===== config.mk =====
export PLATFORM = sky130hd
export DESIGN_NAME = cpps_ctrl
export DESIGN_NICKNAME = d
export VERILOG_FILES = /design/src/design/cpps_pkg.sv /design/src/design/cpps_ctrl.sv
export SDC_FILE = /design/constraint.sdc
export NUM_CORES = 1
export LEC_CHECK = 0
export BUFFER_PORTS_ARGS = -buffer_cell sky130_fd_sc_hd__buf_2
export CAP_MARGIN = 20
export CORE_ASPECT_RATIO = 1.25
export CORE_MARGIN = 5
export CORE_UTILIZATION = 40
export CTS_BUF_LIST = sky130_fd_sc_hd__clkbuf_4
export DETAILED_ROUTE_END_ITERATION = 6
export SYNTH_ARGS = -nofsm -noshare
export SYNTH_HDL_FRONTEND = slang
export SYNTH_SLANG_ARGS = --single-unit

===== constraint.sdc =====
create_clock -name clk -period 2.7 [get_ports clk]
set_input_delay 0.27 -clock clk [delete_from_list [all_inputs] [get_ports clk]]
set_output_delay 0.27 -clock clk [all_outputs]
set_load 0.1 [all_outputs]

===== src/design/cpps_pkg.sv =====
// Shared types, constants and helpers of the particle physics step block.
`default_nettype none
package cpps_pkg;

  typedef enum logic [2:0] {
    CFG_EN_GRAVITY    = 3'd0,
    CFG_EN_COLLISIONS = 3'd1,
    CFG_EN_WALLS      = 3'd2,
    CFG_COUNT         = 3'd3,
    CFG_GRAVITY       = 3'd4,
    CFG_RADIUS        = 3'd5,
    CFG_WIDTH         = 3'd6,
    CFG_HEIGHT        = 3'd7
  } cfg_idx_t;

  typedef enum logic [1:0] {
    FN_WRITE = 2'd0,
    FN_STEP  = 2'd1,
    FN_READ  = 2'd2,
    FN_NONE  = 2'd3
  } func_t;

  localparam logic        RST_EN_GRAVITY    = 1'b0;
  localparam logic        RST_EN_COLLISIONS = 1'b0;
  localparam logic        RST_EN_WALLS      = 1'b1;
  localparam logic [8:0]  RST_COUNT         = 9'd0;
  localparam logic [31:0] RST_GRAVITY       = 32'd64290816;
  localparam logic [30:0] RST_RADIUS        = 31'd327680;
  localparam logic [30:0] RST_WIDTH         = 31'd83886080;
  localparam logic [30:0] RST_HEIGHT        = 31'd47185920;

  localparam logic signed [32:0] BOUNCE_Q16 = -33'sd45875;

  typedef enum logic [3:0] {
    M_NONE, M_R2, M_G, M_VX, M_VY, M_SQX, M_SQY, M_PX, M_PY, M_BX, M_BY
  } mul_sel_t;

  typedef enum logic [3:0] {
    U_NONE, U_VY_G, U_PX, U_PY, U_VX_B, U_VY_B, U_CLAMP, U_APPLY
  } upd_t;

  typedef enum logic [1:0] {
    RS_IDX, RS_I, RS_J
  } rd_src_t;

  typedef struct packed {
    logic     accept;
    logic     wr_in;
    logic     wr_a;
    logic     wr_b;
    logic     rd_en;
    rd_src_t  rd_src;
    logic     ld_a;
    logic     ld_b;
    logic     out_rd;
    logic     step_init;
    logic     save_r2;
    logic     i_clr;
    logic     i_inc;
    logic     j_set;
    logic     j_inc;
    logic     sqx_save;
    logic     s_sum;
    logic     sq_start;
    logic     sq_step;
    logic     pen;
    logic     div_start;
    logic     div_step;
    logic     mx_save;
    logic     mul_en;
    mul_sel_t mul_sel;
    upd_t     upd;
  } dp_cmd_t;

  typedef struct packed {
    logic i_done;
    logic j_done;
    logic rd_fixed;
    logic near;
    logic s_ok;
    logic sq_done;
    logic dv_done;
    logic bx_pend;
    logic by_pend;
    logic en_grav;
    logic en_coll;
    logic en_walls;
  } dp_status_t;

  function automatic logic signed [63:0] sx64(input logic [31:0] v);
    sx64 = $signed({{32{v[31]}}, v});
  endfunction

  function automatic logic signed [31:0] sat32(input logic signed [63:0] v);
    if (v > 64'sh0000_0000_7FFF_FFFF) begin
      sat32 = 32'sh7FFF_FFFF;
    end else if (v < -64'sh0000_0000_8000_0000) begin
      sat32 = -32'sh8000_0000;
    end else begin
      sat32 = v[31:0];
    end
  endfunction

endpackage
`default_nettype wire


===== src/design/cpps_ctrl.sv =====
// Sequencer that steps the datapath through write, read and physics step items.
`default_nettype none
module cpps_ctrl (
  input  wire                   clk,
  input  wire                   rst_n,
  input  wire                   start,
  input  wire [1:0]             in_func,
  input  cpps_pkg::dp_status_t  status,
  output logic                  busy,
  output cpps_pkg::dp_cmd_t     cmd
);

  typedef enum logic [41:0] {
    S_IDLE    = 42'd1 << 0,  S_WR      = 42'd1 << 1,  S_RD_A    = 42'd1 << 2,
    S_RD_B    = 42'd1 << 3,  S_ST_INIT = 42'd1 << 4,  S_ST_R2   = 42'd1 << 5,
    S_G_CHK   = 42'd1 << 6,  S_G_LD    = 42'd1 << 7,  S_G_MG    = 42'd1 << 8,
    S_G_AG    = 42'd1 << 9,  S_G_MX    = 42'd1 << 10, S_G_AX    = 42'd1 << 11,
    S_G_MY    = 42'd1 << 12, S_G_AY    = 42'd1 << 13, S_G_WR    = 42'd1 << 14,
    S_C_ICHK  = 42'd1 << 15, S_C_JCHK  = 42'd1 << 16, S_C_LDI   = 42'd1 << 17,
    S_C_LDJ   = 42'd1 << 18, S_C_CHK   = 42'd1 << 19, S_C_SQY   = 42'd1 << 20,
    S_C_SQS   = 42'd1 << 21, S_C_SCHK  = 42'd1 << 22, S_C_SQRT  = 42'd1 << 23,
    S_C_PEN   = 42'd1 << 24, S_C_MX    = 42'd1 << 25, S_C_DXS   = 42'd1 << 26,
    S_C_DX    = 42'd1 << 27, S_C_MY    = 42'd1 << 28, S_C_DYS   = 42'd1 << 29,
    S_C_DY    = 42'd1 << 30, S_C_APPLY = 42'd1 << 31, S_C_WRI   = 42'd1 << 32,
    S_C_WRJ   = 42'd1 << 33, S_W_CHK   = 42'd1 << 34, S_W_LD    = 42'd1 << 35,
    S_W_CL    = 42'd1 << 36, S_W_BX    = 42'd1 << 37, S_W_BXA   = 42'd1 << 38,
    S_W_BY    = 42'd1 << 39, S_W_BYA   = 42'd1 << 40, S_W_WR    = 42'd1 << 41
  } state_t;

  state_t state_r, state_nxt;

  assign busy = (state_r != S_IDLE);

  always_ff @(posedge clk) begin
    if (!rst_n) begin
      state_r <= S_IDLE;
    end else begin
      state_r <= state_nxt;
    end
  end

  always_comb begin
    cmd       = '0;
    state_nxt = state_r;
    case (state_r)
      S_IDLE: begin
        if (start) begin
          cmd.accept = 1'b1;
          case (cpps_pkg::func_t'(in_func))
            cpps_pkg::FN_WRITE: state_nxt = S_WR;
            cpps_pkg::FN_STEP:  state_nxt = S_ST_INIT;
            cpps_pkg::FN_READ:  state_nxt = S_RD_A;
            default:            state_nxt = S_IDLE;
          endcase
        end
      end
      S_WR: begin
        cmd.wr_in = 1'b1;
        state_nxt = S_IDLE;
      end
      S_RD_A: begin
        cmd.rd_en  = 1'b1;
        cmd.rd_src = cpps_pkg::RS_IDX;
        state_nxt  = S_RD_B;
      end
      S_RD_B: begin
        cmd.out_rd = 1'b1;
        state_nxt  = S_IDLE;
      end
      S_ST_INIT: begin
        cmd.step_init = 1'b1;
        cmd.i_clr     = 1'b1;
        cmd.mul_en    = 1'b1;
        cmd.mul_sel   = cpps_pkg::M_R2;
        state_nxt     = S_ST_R2;
      end
      S_ST_R2: begin
        cmd.save_r2 = 1'b1;
        state_nxt   = S_G_CHK;
      end
      S_G_CHK: begin
        if (status.i_done) begin
          cmd.i_clr = 1'b1;
          state_nxt = S_C_ICHK;
        end else begin
          cmd.rd_en  = 1'b1;
          cmd.rd_src = cpps_pkg::RS_I;
          state_nxt  = S_G_LD;
        end
      end
      S_G_LD: begin
        cmd.ld_a = 1'b1;
        if (status.rd_fixed) begin
          cmd.i_inc = 1'b1;
          state_nxt = S_G_CHK;
        end else if (status.en_grav) begin
          state_nxt = S_G_MG;
        end else begin
          state_nxt = S_G_MX;
        end
      end
      S_G_MG: begin
        cmd.mul_en  = 1'b1;
        cmd.mul_sel = cpps_pkg::M_G;
        state_nxt   = S_G_AG;
      end
      S_G_AG: begin
        cmd.upd   = cpps_pkg::U_VY_G;
        state_nxt = S_G_MX;
      end
      S_G_MX: begin
        cmd.mul_en  = 1'b1;
        cmd.mul_sel = cpps_pkg::M_VX;
        state_nxt   = S_G_AX;
      end
      S_G_AX: begin
        cmd.upd   = cpps_pkg::U_PX;
        state_nxt = S_G_MY;
      end
      S_G_MY: begin
        cmd.mul_en  = 1'b1;
        cmd.mul_sel = cpps_pkg::M_VY;
        state_nxt   = S_G_AY;
      end
      S_G_AY: begin
        cmd.upd   = cpps_pkg::U_PY;
        state_nxt = S_G_WR;
      end
      S_G_WR: begin
        cmd.wr_a  = 1'b1;
        cmd.i_inc = 1'b1;
        state_nxt = S_G_CHK;
      end
      S_C_ICHK: begin
        if (!status.en_coll || status.i_done) begin
          cmd.i_clr = 1'b1;
          state_nxt = S_W_CHK;
        end else begin
          cmd.j_set = 1'b1;
          state_nxt = S_C_JCHK;
        end
      end
      S_C_JCHK: begin
        if (status.j_done) begin
          cmd.i_inc = 1'b1;
          state_nxt = S_C_ICHK;
        end else begin
          cmd.rd_en  = 1'b1;
          cmd.rd_src = cpps_pkg::RS_I;
          state_nxt  = S_C_LDI;
        end
      end
      S_C_LDI: begin
        cmd.ld_a   = 1'b1;
        cmd.rd_en  = 1'b1;
        cmd.rd_src = cpps_pkg::RS_J;
        state_nxt  = S_C_LDJ;
      end
      S_C_LDJ: begin
        cmd.ld_b  = 1'b1;
        state_nxt = S_C_CHK;
      end
      S_C_CHK: begin
        if (status.near) begin
          cmd.mul_en  = 1'b1;
          cmd.mul_sel = cpps_pkg::M_SQX;
          state_nxt   = S_C_SQY;
        end else begin
          cmd.j_inc = 1'b1;
          state_nxt = S_C_JCHK;
        end
      end
      S_C_SQY: begin
        cmd.sqx_save = 1'b1;
        cmd.mul_en   = 1'b1;
        cmd.mul_sel  = cpps_pkg::M_SQY;
        state_nxt    = S_C_SQS;
      end
      S_C_SQS: begin
        cmd.s_sum = 1'b1;
        state_nxt = S_C_SCHK;
      end
      S_C_SCHK: begin
        if (status.s_ok) begin
          cmd.sq_start = 1'b1;
          state_nxt    = S_C_SQRT;
        end else begin
          cmd.j_inc = 1'b1;
          state_nxt = S_C_JCHK;
        end
      end
      S_C_SQRT: begin
        if (status.sq_done) begin
          state_nxt = S_C_PEN;
        end else begin
          cmd.sq_step = 1'b1;
        end
      end
      S_C_PEN: begin
        cmd.pen   = 1'b1;
        state_nxt = S_C_MX;
      end
      S_C_MX: begin
        cmd.mul_en  = 1'b1;
        cmd.mul_sel = cpps_pkg::M_PX;
        state_nxt   = S_C_DXS;
      end
      S_C_DXS: begin
        cmd.div_start = 1'b1;
        state_nxt     = S_C_DX;
      end
      S_C_DX: begin
        if (status.dv_done) begin
          state_nxt = S_C_MY;
        end else begin
          cmd.div_step = 1'b1;
        end
      end
      S_C_MY: begin
        cmd.mx_save = 1'b1;
        cmd.mul_en  = 1'b1;
        cmd.mul_sel = cpps_pkg::M_PY;
        state_nxt   = S_C_DYS;
      end
      S_C_DYS: begin
        cmd.div_start = 1'b1;
        state_nxt     = S_C_DY;
      end
      S_C_DY: begin
        if (status.dv_done) begin
          state_nxt = S_C_APPLY;
        end else begin
          cmd.div_step = 1'b1;
        end
      end
      S_C_APPLY: begin
        cmd.upd   = cpps_pkg::U_APPLY;
        state_nxt = S_C_WRI;
      end
      S_C_WRI: begin
        cmd.wr_a  = 1'b1;
        state_nxt = S_C_WRJ;
      end
      S_C_WRJ: begin
        cmd.wr_b  = 1'b1;
        cmd.j_inc = 1'b1;
        state_nxt = S_C_JCHK;
      end
      S_W_CHK: begin
        if (!status.en_walls || status.i_done) begin
          state_nxt = S_IDLE;
        end else begin
          cmd.rd_en  = 1'b1;
          cmd.rd_src = cpps_pkg::RS_I;
          state_nxt  = S_W_LD;
        end
      end
      S_W_LD: begin
        cmd.ld_a = 1'b1;
        if (status.rd_fixed) begin
          cmd.i_inc = 1'b1;
          state_nxt = S_W_CHK;
        end else begin
          state_nxt = S_W_CL;
        end
      end
      S_W_CL: begin
        cmd.upd   = cpps_pkg::U_CLAMP;
        state_nxt = S_W_BX;
      end
      S_W_BX: begin
        if (status.bx_pend) begin
          cmd.mul_en  = 1'b1;
          cmd.mul_sel = cpps_pkg::M_BX;
          state_nxt   = S_W_BXA;
        end else begin
          state_nxt = S_W_BY;
        end
      end
      S_W_BXA: begin
        cmd.upd   = cpps_pkg::U_VX_B;
        state_nxt = S_W_BX;
      end
      S_W_BY: begin
        if (status.by_pend) begin
          cmd.mul_en  = 1'b1;
          cmd.mul_sel = cpps_pkg::M_BY;
          state_nxt   = S_W_BYA;
        end else begin
          state_nxt = S_W_WR;
        end
      end
      S_W_BYA: begin
        cmd.upd   = cpps_pkg::U_VY_B;
        state_nxt = S_W_BY;
      end
      S_W_WR: begin
        cmd.wr_a  = 1'b1;
        cmd.i_inc = 1'b1;
        state_nxt = S_W_CHK;
      end
      default: begin
        state_nxt = S_IDLE;
      end
    endcase
  end

endmodule
`default_nettype wire


==> key figures <==
GRT
  • First-pass GRT wire length: 15.8 mm
  • Vias in the first global route: ~3200
  • Remaining Overflow, GRT: 0
  • Initial antenna violation count: 0
  • Largest net degree at the start of global routing: 23
  • Global-route usage over all layers: 0.232

CTS
  • CTS tree: built
  • Clk_lat worst skew: approximately 0.36 ns
  • H-tree Lvls: 2
  • Num Clock Sinks: 42
  • Max clock buf depth: 2
  • Reg clk slew, reported paths: 0.13 ns
  • CTS root buf: clkbuf_4
  • Num CTS Buffers: 5

Synthesis
  • Syn Std Cell Area: roughly 2800 µm²
  • Number of flops mapped to enable cells by yosys: 0
  • Async set-reset flop share out of synthesis: 0
  • Ys Warns: 0
  • Area leader, netlist: dfxtp_1
  • Post-synth top area share: 0.303
  • Seq/Total Area, Yosys: 0.303
  • Syn Nets: about 350
  • #FFs+latches synth: 42
  • Mapped Cells: roughly 340
  • Post-synth cell types: 56
  • Synth Area per Inst: around 8 µm²
  • Ranking of synthesized cells by area: dfxtp_1 (30%), nor2_1 (6.9%), nor4_4 (6.9%)
  • Post-synth top flop: dfxtp_1

Floorplanning
  • Rows: 34
  • Die Ht: 103 µm
  • Die width: 84.6 µm
  • DIE AREA: ~8700 µm²
  • Ports: 51
  • Initial Util: 0.406
  • Core ar.: a little under 7000 µm²

Routing
  • # DRC: 0
  • Final wirelength: a little over 10 mm
  • Via/cell ratio: roughly 5.9
  • DRT iter0 DRCs: 240
  • DR vias: ~3200
  • Routed Antenna Nets: 0
  • Average wire per standard cell: between 15 and 20 µm
  • First-pass DRT Iterations: 5

Hold path
  • Hold_sp: status[3]
  • Hold Crit Class: input port to flip-flop
  • Hold EP: state_r[41]
  • Hold path cells: 2

Placed design
  • Routability cong.: about 0.91
  • Buffers added on ports: between 40 and 50
  • HPWL after DPL: 7.80 mm

Setup path
  • Critical path cell sequence: nor4_4 -> buf_4 -> nand4_4 -> nor3_2 -> and4b_2 -> a21oi_1 -> o22ai_4 -> or2b_4 -> buf_12
  • Largest fanout on the critical path: 8
  • Startpoint types: flip-flop
  • Worst reg2reg startpoint: state_r[9]
  • Max incr delay on CP: 0.37 ns
  • CP top delay family: simple AND/OR/NAND/NOR gates
  • Worst reg2reg path endpoint: state_r[0]
  • CP Buf/Inv Count: 2
  • Setup CP Type: flip-flop to output port
  • FF-to-FF path depth: 12
  • Slowest cell on crit path: dfxtp_1
  • CP arrival: 2.57 ns
  • Worst EP required: approximately 2.4 ns
  • FF-to-FF setup slack: ~0.12 ns
  • CP endpoint kind: output port

Layout
  • N_diodes: 0
  • Synth-to-layout area growth: 72.0%
  • Top reg by flops: state_r
  • Max reg flops: 42
  • Top flop regs: state_r (42)
  • Layout cells sized above 1: 0.522
  • Nets: between 400 and 500
  • Core Util, Final: 0.698

Pwr
  • Max IR drop VDD: around 0.00017 V
  • Cell area power density: just under 300 nW/µm²
  • Static Leak: 0.00197 µW

STA
  • Setup Skew: between 0.006 and 0.007 ns
  • Final Slew Violations: 0
  • Final number of hold-violating endpoints: 0
  • Final WS setup: -0.137 ns
  • Max transition margin: 0.597
  • Setup TNS: -0.786 ns
  • RSZ-0062 raised after global routing: true
  • Fmax: 352 MHz
  • Final setup vio count: 10
  • Final hold slack: between 0.09 and 0.1 ns
  • Crit path time final: approximately 2.8 ns
  • Worst slew pin tran: roughly 0.6 ns
  • Crit share post-route: 1.05

Status
  • Status: complete, but fails checks
  • Failing checks: setup timing

Run
  • Max-Cap Viols: 0
## worst max path at each step
stage,end,depth (start not counted),startpoint,slack [ns]
finish,cmd[28],9,state_r[27],-0.14
global route,cmd[28],9,state_r[28],-0.28
CTS,cmd[28],9,state_r[28],-0.09
detailed placement,cmd[8],9,state_r[9],0.03
global placement,state_r[0],8,state_r[37],0.09
floorplan,cmd[8],6,state_r[11],-0.91
## timing repair
| item | CTS | global route |
|---|---|---|
| pin swaps | 15 | 9 |
| setup endpoints to repair | 24 | 35 |
| setup buffers | 15 | 10 |
| hold buffers | 0 | 0 |
| gates resized for setup | 33 | 43 |
## worst register-to-register path: stages, from the launching register on
cell and delay (ns):
dfxtp_2 0.37, nor4_4 0.35, buf_4 0.20, buf_4 0.12, nand2_1 0.08, nor4_4 0.29
buf_4 0.17, buf_4 0.10, buf_4 0.09, nor3_1 0.04, nand4_1 0.10, nor4_1 0.06
or4b_1 0.49
## Yosys cell counts (5+ instances only)
master	instances
nor2b_1	5
nor4b_1	12
nor3_1	17
nor4_4	9
xor2_1	6
buf_6	5
inv_1	10
nor2_1	51
nor4_1	16
dfxtp_1	42
and3_2	8
nand4b_1	19
nor4_2	5
nand2_1	30
a21oi_1	9
nand4_1	12
nand3_1	20
## cell usage in the layout (no fill, tap or decap), types with 4 or more instances in the layout
| master | n |
|---|---|
| nor4_4 | 19 |
| nand2_2 | 7 |
| nand4_1 | 12 |
| a21oi_1 | 6 |
| nor2b_1 | 4 |
| nor4b_1 | 11 |
| nor2_4 | 4 |
| clkbuf_4 | 5 |
| nor3_2 | 7 |
| dfxtp_1 | 30 |
| xor2_1 | 6 |
| and3_2 | 7 |
| buf_6 | 7 |
| nand4b_1 | 19 |
| buf_4 | 69 |
| nor2_1 | 44 |
| dfxtp_2 | 9 |
| nand3_1 | 15 |
| nand2_1 | 23 |
| buf_12 | 35 |
| nand3_4 | 4 |
| nor3_1 | 5 |
| nor4_1 | 8 |
| buf_2 | 16 |
| inv_1 | 8 |
| nor3_4 | 5 |
## cell families after synthesis
| group | synth area share |
|---|---|
| AOI/OAI and AO/OA | 0.0748 |
| xor gates and xnor gates | 0.0221 |
| buffers and inverters | 0.0495 |
| DFF | 0.303 |
| other | 0.00135 |
| and+or+nand+nor | 0.550 |
## power breakdown
part           leakage (µW)  switching (µW)  total [µW]  internal, µW
registers          0.000345            6.98         628           621
clock network     0.0000450             217         409           192
logic               0.00158             223         359           136
total               0.00197             447        1400           949
## per-layer routing
layer | share of wire | global-route usage | wire length [µm]
met1 | 0.38 | 0.248 | 3850
met5 | 0 | 0 | 0
met2 | 0.54 | 0.458 | 5530
met3 | 0.058 | 0.0380 | 590
met4 | 0.027 | 0.0792 | 278
## area by class of cell
cell class	count	area (µm²)
multi-input cells	271	2300
fillers	517	2070
repair buffers	127	1380
flip-flops and latches	42	863
well taps	90	113
inverters	12	46.3
clock inverters	3	40.0
clock buffers	5	37.5
## metrics by stage
step | worst slack, ns | total power [µW] | cell area, µm² | std cells
finish | -0.137 | 1400 | 4780 | 550
global route | -0.282 | 1440 | 4780 | 550
CTS | -0.0858 | 1380 | 4520 | 540
detailed placement | 0.0332 | 945 | 4190 | 518
global placement | 0.0892 | 942 | 4190 | 518
floorplan | -0.913 | 832 | 3030 | 337
(Power assumes the default switching activity.)
